<file path="config.mk">
export PLATFORM = sky130hd
export DESIGN_NAME = fcim_ctrl
export DESIGN_NICKNAME = d
export VERILOG_FILES = /design/src/design/fcim_pkg.sv /design/src/design/fcim_ctrl.sv
export SDC_FILE = /design/constraint.sdc
export NUM_CORES = 1
export LEC_CHECK = 0
export ABC_AREA = 1
export ABC_CLOCK_PERIOD_IN_PS = 2300
export BUFFER_PORTS_ARGS = -buffer_cell sky130_fd_sc_hd__buf_2
export CAP_MARGIN = 20
export CORE_AREA = 2 2 39 41
export DETAILED_ROUTE_END_ITERATION = 10
export DIE_AREA = 0 0 41 43
export PLACE_DENSITY = 0.58
export SLEW_MARGIN = 15
export SYNTH_ARGS = -nofsm -noshare
export SYNTH_HDL_FRONTEND = slang
export SYNTH_SLANG_ARGS = --single-unit
export TNS_END_PERCENT = 30
</file>
<file path="constraint.sdc">
create_clock -name clock -period 2.3 [get_ports clock]
set_clock_uncertainty 0.15 [all_clocks]
set_input_delay 0.115 -clock clock [delete_from_list [all_inputs] [get_ports clock]]
set_output_delay 0.115 -clock clock [all_outputs]
set_load 0.005 [all_outputs]
</file>
<file path="src/design/fcim_pkg.sv">
// Shared types, constants and a helper function of the frame change interest monitor.
package fcim_pkg;

   localparam int MAX_PIXELS_DEFAULT = 65536;

   localparam int PIXEL_W     = 8;
   localparam int LEVEL_W     = 12;
   localparam int ALPHA_W     = 8;
   localparam int FRAMES_W    = 8;
   localparam int SUM_W       = 20;
   localparam int ROOT_W      = 4;
   localparam int STATUS_W    = 2;
   localparam int CSR_INDEX_W = 2;
   localparam int CSR_DATA_W  = 12;
   localparam int DIV_STEPS   = 12;
   localparam int DIV_CNT_W   = 4;

   // Register indexes on the configuration port.
   localparam logic [CSR_INDEX_W-1:0] CSR_THRESHOLD = 2'd0;
   localparam logic [CSR_INDEX_W-1:0] CSR_ALPHA     = 2'd1;
   localparam logic [CSR_INDEX_W-1:0] CSR_WARMUP    = 2'd2;
   localparam logic [CSR_INDEX_W-1:0] CSR_COOLDOWN  = 2'd3;

   localparam logic [LEVEL_W-1:0]  THRESHOLD_RESET = 12'd256;
   localparam logic [ALPHA_W-1:0]  ALPHA_RESET     = 8'd230;
   localparam logic [FRAMES_W-1:0] WARMUP_RESET    = 8'd8;
   localparam logic [FRAMES_W-1:0] COOLDOWN_RESET  = 8'd8;

   // Frame status codes reported with each result item.
   localparam logic [STATUS_W-1:0] STATUS_DROPPED  = 2'd0;
   localparam logic [STATUS_W-1:0] STATUS_FIRST    = 2'd1;
   localparam logic [STATUS_W-1:0] STATUS_MEASURED = 2'd2;

   typedef enum logic [6:0] {
      ST_IDLE     = 7'b0000001,
      ST_SUM      = 7'b0000010,
      ST_CLASSIFY = 7'b0000100,
      ST_DIV      = 7'b0001000,
      ST_MUL      = 7'b0010000,
      ST_UPDATE   = 7'b0100000,
      ST_RESULT   = 7'b1000000
   } fcim_state_type;

   typedef struct packed {
      logic accept;
      logic sum;
      logic classify;
      logic div_step;
      logic mul;
      logic update;
      logic load;
   } fcim_cmd_type;

   typedef struct packed {
      logic                last;
      logic [STATUS_W-1:0] frame_status;
      logic                div_ovf;
      logic                div_last;
      logic                out_free;
   } fcim_status_type;

   // Floor of the square root of an 8-bit value.
   function automatic logic [ROOT_W-1:0] root_floor(input logic [PIXEL_W-1:0] d);
      logic [ROOT_W-1:0] r;
      r = '0;
      for (int k = 1; k < 16; k++) begin
         if (d >= PIXEL_W'(k * k)) begin
            r = ROOT_W'(k);
         end
      end
      return r;
   endfunction

endpackage

</file>
<file path="src/design/fcim_ctrl.sv">
// Sequencing state machine of the frame change interest monitor.
module fcim_ctrl (
   input  logic                      clock,
   input  logic                      reset,
   input  logic                      req_valid,
   output logic                      req_ready,
   input  fcim_pkg::fcim_status_type status,
   output fcim_pkg::fcim_cmd_type    cmd
);

   fcim_pkg::fcim_state_type state_ff;
   fcim_pkg::fcim_state_type state_in;

   always_ff @(posedge clock) begin
      if (reset) begin
         state_ff <= fcim_pkg::ST_IDLE;
      end else begin
         state_ff <= state_in;
      end
   end

   always_comb begin
      state_in  = state_ff;
      cmd       = '0;
      req_ready = 1'b0;
      case (state_ff)
         fcim_pkg::ST_IDLE: begin
            req_ready  = 1'b1;
            cmd.accept = req_valid;
            if (req_valid) begin
               state_in = fcim_pkg::ST_SUM;
            end
         end
         fcim_pkg::ST_SUM: begin
            cmd.sum  = 1'b1;
            state_in = status.last ? fcim_pkg::ST_CLASSIFY : fcim_pkg::ST_IDLE;
         end
         fcim_pkg::ST_CLASSIFY: begin
            cmd.classify = 1'b1;
            if (status.frame_status == fcim_pkg::STATUS_DROPPED) begin
               state_in = fcim_pkg::ST_RESULT;
            end else if (status.frame_status == fcim_pkg::STATUS_MEASURED &&
                         !status.div_ovf) begin
               state_in = fcim_pkg::ST_DIV;
            end else begin
               state_in = fcim_pkg::ST_MUL;
            end
         end
         fcim_pkg::ST_DIV: begin
            cmd.div_step = 1'b1;
            if (status.div_last) begin
               state_in = fcim_pkg::ST_MUL;
            end
         end
         fcim_pkg::ST_MUL: begin
            cmd.mul  = 1'b1;
            state_in = fcim_pkg::ST_UPDATE;
         end
         fcim_pkg::ST_UPDATE: begin
            cmd.update = 1'b1;
            state_in   = fcim_pkg::ST_RESULT;
         end
         fcim_pkg::ST_RESULT: begin
            if (status.out_free) begin
               cmd.load = 1'b1;
               state_in = fcim_pkg::ST_IDLE;
            end
         end
         default: begin
            state_in = fcim_pkg::ST_IDLE;
         end
      endcase
   end

endmodule

</file>
### Yosys cells after proc, flatten, opt, wreduce, memory -nomap -nowiden

Cells that the tools add are included.

* reductions and logical operators: 4
* equality and inequality tests: 11
* mux-type cells: 16

Operators by type and width (count)
* $pmux 7 s7: 1
* $mux 7: 4
* $mux 1: 9
* $eq 7x1->1 const B: 1
* $eq 7x2->1 const B: 1
* $eq 7x3->1 const B: 1
* $eq 7x4->1 const B: 1
* $eq 7x5->1 const B: 1
* $eq 7x6->1 const B: 1
* $eq 7x7->1 const B: 1
* $ne 2x2->1 const B: 3
* $mux 5: 1
* $mux 3: 1
* $reduce_and 3->1: 1
* $eq 2x2->1 const B: 1
* $logic_not 2->1: 1
* $logic_and 1x1->1: 1
* $logic_not 1->1: 1

* input bits: 9
* output and inout port bits: 8
* flip-flop bits (word level): 7
* logic and storage cells: 32

### Logic depth before layout (Yosys ltp)

* depth in word-level cells: 5
* mapped depth: 9
* depth with buffers taken out: 9

### Worst setup path before layout

No wires, ideal clock.

* kind: register to register
* from: register state_ff[4]
* to: register state_ff[0]
* required time: 2.038 ns
* arrival: 0.993 ns
* clock period less this slack: 1.256 ns
* setup time: 0.112 ns
* path buffers: 0
* setup slack: 1.044 ns
* cell stages (with the launch flop): 9
* cells stage by stage: dfxtp_1 nor2_4 nand2_4 nor2_4 nand2_2 nand3_2 inv_2 nand2_1 nand2_1

* word-level cells in the longest chain between the ends: 3
* elaborated cells between the ends (all ways): 12
* classes of those cells: eq/ne: 10; mux: 1; reduce/logical: 1

Ends and longest elaborated chain
* start, declared: line fcim_ctrl.sv:11 `fcim_pkg::fcim_state_type state_ff;`
* start signal, assigned: line fcim_ctrl.sv:16 `state_ff <= fcim_pkg::ST_IDLE;`
* start signal, assigned: line fcim_ctrl.sv:18 `state_ff <= state_in;`
* $eq 7x4->1 (tied with other cells): line fcim_ctrl.sv:26 `case (state_ff)`
* $ne 2x2->1 (no line)
* $reduce_and 3->1 (no line)

Several ways; a longest one is shown, not always the timed one.
A chain may end at the register's enable or synchronous reset.

### Worst setup path in the final report

* from: register state_ff[4]
* to: register state_ff[3]

Same word-level chain as after synthesis.

==> flow_metrics.env <==
export IMPL_timing_critical_path_cells="nor2_4, nand2_4, nor2_4, nand4_1, a21oi_1, dlygate4sd3_1"
export IMPL_port_buffers=16
export IMPL_run_status="completed"
export IMPL_drc=0
export IMPL_postSynthNetCount=83
export IMPL_wire_length_of_the_first_global_routing_pass_mm=1.642
export IMPL_tightest_slew_ns=0.1763
export IMPL_setup_viol_count_final=0
export IMPL_cp_common_cell="sky130_fd_sc_hd__nor2_4"
export IMPL_sequential_fraction_of_the_synthesis_area_pct=29.47
export IMPL_worstHoldPathType="primary input to flip-flop"
export IMPL_slowest_stage="sky130_fd_sc_hd__dlygate4sd3_1"
export IMPL_layoutNonFillerInstCount=114
export IMPL_maxClockFrequency_mhz=567.8
export IMPL_max_incr_delay_on_cp_ns=0.57
export IMPL_post_synth_num_cell_types=17
export IMPL_io_pins=17
export IMPL_worst_r2r_startpoint="state_ff[4]"
export IMPL_grt_pass1_vias=455
export IMPL_drv_cap=0
export IMPL_layout_min_cycle_time_ns=1.761
export IMPL_number_of_vias_per_cell_after_detailed_routing=4.474
export IMPL_num_vias=510
export IMPL_tritoncts_num_sinks=7
export IMPL_cts_inserted_buffers=3
export IMPL_relSlewSlack_pct=88.20
export IMPL_fin_worst_hold_slack_ns=0.1043
export IMPL_grt_total_usage_pct=13.88
export IMPL_ant_nets=0
export IMPL_syn_area_sq_um=475.5
export IMPL_clock_tree_root_cell="sky130_fd_sc_hd__clkbuf_4"
export IMPL_post_cts_repair_setup_buffers=0
export IMPL_p_leak_nw=0.3478
export IMPL_drive_gt1_share_pct=31.63
export IMPL_drt_wl_total_mm=1.005
export IMPL_hold_start="status[3]"
export IMPL_core_area_sq_um=1384
export IMPL_layout_top_registers="state_ff x7"
export IMPL_worst_setup_path_startpoint="state_ff[4]"
export IMPL_vdd_drop_max_mv=0.2070
export IMPL_buffers_from_clock_root_to_sink_at_most=2
export IMPL_crit_family="buffers and inverters"
export IMPL_detailed_place_hpwl_um=806.6
export IMPL_synth_avg_cell_area_sq_um=6.425
export IMPL_flow_area_growth_from_synthesis_pct=35.00
export IMPL_wl_per_cell_um=8.816
export IMPL_placed_cells=106
export IMPL_tritoncts="yes"
export IMPL_detail_route_first_pass_iterations=4
export IMPL_startpoint_type="flip-flop"
export IMPL_grt_max_degree=7
export IMPL_fillerInstances=148
export IMPL_worstSkewPairLatency_ns=0.26
export IMPL_p_per_cell_area_nw_per_um2=466.6
export IMPL_final_util_pct=46.38
export IMPL_post_cts_resized_instances=0
export IMPL_postSynthRegisterBits=7
export IMPL_largest_register="state_ff"
export IMPL_placementRows=14
export IMPL_cts_htree_levels=1
export IMPL_rsz0062_at_grt="no"
export IMPL_antenna_cells_inserted=0
export IMPL_crit_arrival_ns=1.81
export IMPL_setup_tns_ns=0
export IMPL_max_slew_violations=0
export IMPL_synth_warning_count=0
export IMPL_worst_setup_path_type="flip-flop to flip-flop"
export IMPL_timing_final_hold_violations=0
export IMPL_grt_ovfl_total=0
export IMPL_clkTransAtPathRegs_ns=0.06
export IMPL_cp_num_buf_inv=1
export IMPL_place_worst_setup_slack_ns=0.9341
export IMPL_flip_flop_count_of_the_largest_register_all_copies_and_words_added=7
export IMPL_gpl_final_weighted_congestion=0.7658
export IMPL_dieArea_sq_um=1763
export IMPL_timing_critical_path_required_ns=2.35
export IMPL_final_setup_worst_slack_ns=0.5388
export IMPL_floorplan_die_height_um=43
export IMPL_antenna_found_initial=0
export IMPL_layout_worst_path_cycle_share_pct=76.57
export IMPL_floorplan_initialDensity_pct=34.36
export IMPL_dieWidth_um=41
export IMPL_finalNetCount=108
export IMPL_drt_iter0_drc=6
export IMPL_critical_path_max_fanout=5
export IMPL_synthesized_instance_count=74
export IMPL_worst_setup_path_end_kind="flip-flop"
==> per-layer routing <==
metal | part of all wire [%] | global-route usage (%) | vias to the layer above
met4 | 2.2 | 10.00 | 0
met3 | 2.7 | 1.571 | 4
li1 | - | - | 276
met5 | 0 | 0 | -
met2 | 50 | 20.63 | 10
met1 | 45 | 17.48 | 220
==> through the flow <==
stage / area (sq um) / power [mW]
floorplan: 475.5 / 0.1660
global placement: 575.6 / 0.1849
detailed placement: 575.6 / 0.1854
CTS: 641.9 / 0.3008
global route: 641.9 / 0.3134
finish: 641.9 / 0.2995
==> placed cells by master, fill, tap and decap left out, types with 2 or more instances in the layout <==
cell type,count
sky130_fd_sc_hd__buf_2,16
sky130_fd_sc_hd__nor2_2,2
sky130_fd_sc_hd__nor2_4,4
sky130_fd_sc_hd__dfxtp_1,7
sky130_fd_sc_hd__nand4_1,2
sky130_fd_sc_hd__inv_1,16
sky130_fd_sc_hd__nor3_1,3
sky130_fd_sc_hd__a21oi_1,2
sky130_fd_sc_hd__nand2_1,13
sky130_fd_sc_hd__clkbuf_4,3
sky130_fd_sc_hd__dlygate4sd3_1,4
sky130_fd_sc_hd__nand3_1,4
sky130_fd_sc_hd__nand2_2,2
sky130_fd_sc_hd__nor2_1,13
==> what timing repair did <==
item,CTS,global route
endpoints found under the setup margin,0,0
hold buffers,4,0
hold endpoints to repair,5,0
==> tightest hold or removal path, cell delays in order <==
cell and delay [ns]:
sky130_fd_sc_hd__buf_2 0.07, sky130_fd_sc_hd__inv_1 0.04, sky130_fd_sc_hd__nand3_1 0.07, sky130_fd_sc_hd__nand3b_1 0.07, sky130_fd_sc_hd__nand2_1 0.05, sky130_fd_sc_hd__inv_1 0.03
==> power by group <==
part | switching [mW] | internal [mW]
combinational | 0.0339 | 0.0247
sequential | 0.00260 | 0.125
clock | 0.0466 | 0.0663
==> cells by family after synthesis <==
group	count (synthesis)	share of synthesized area (%)
flops	7	29.47
buf+inv	17	13.42
compound gates	3	3.157
simple gates	47	53.95
==> synth_stat cells <==
master	number	area (sq um)
sky130_fd_sc_hd__nand2_1	13	48.80
sky130_fd_sc_hd__nor2_1	13	48.80
sky130_fd_sc_hd__inv_1	16	60.06
sky130_fd_sc_hd__inv_2	1	3.750
sky130_fd_sc_hd__o21ai_0	1	5.000
sky130_fd_sc_hd__nand3_1	4	20.02
sky130_fd_sc_hd__nor2_4	4	45.04
sky130_fd_sc_hd__nor3b_2	1	12.51
sky130_fd_sc_hd__nor2_2	2	12.51
sky130_fd_sc_hd__a21oi_1	2	10.01
sky130_fd_sc_hd__nand3b_1	1	7.510
sky130_fd_sc_hd__nand2_4	1	11.26
sky130_fd_sc_hd__dfxtp_1	7	140.1
sky130_fd_sc_hd__nand4_1	2	12.51
sky130_fd_sc_hd__nand2_2	2	12.51
sky130_fd_sc_hd__nand3_2	1	10.01
sky130_fd_sc_hd__nor3_1	3	15.01
==> cell type report <==
| cell class | count | area [sq um] | area share [%] |
|---|---|---|---|
| well taps | 16 | 20.02 | 3.119 |
| flip-flops and latches | 7 | 140.1 | 21.83 |
| clock buffers | 4 | 26.28 | 4.094 |
| multi-input cells | 50 | 271.5 | 42.30 |
| repair buffers | 20 | 120.1 | 18.71 |
| inverters | 17 | 63.81 | 9.942 |
==> worst paths after layout <==
path | end | slack, ns | depth (start not counted)
max | state_ff[3] | 0.54 | 6
min | state_ff[6] | 0.10 | 6
max reg2reg | state_ff[3] | 0.54 | 6
min reg2reg | state_ff[2] | 0.50 | 5
Note: power is estimated with default switching activity, not from simulation.
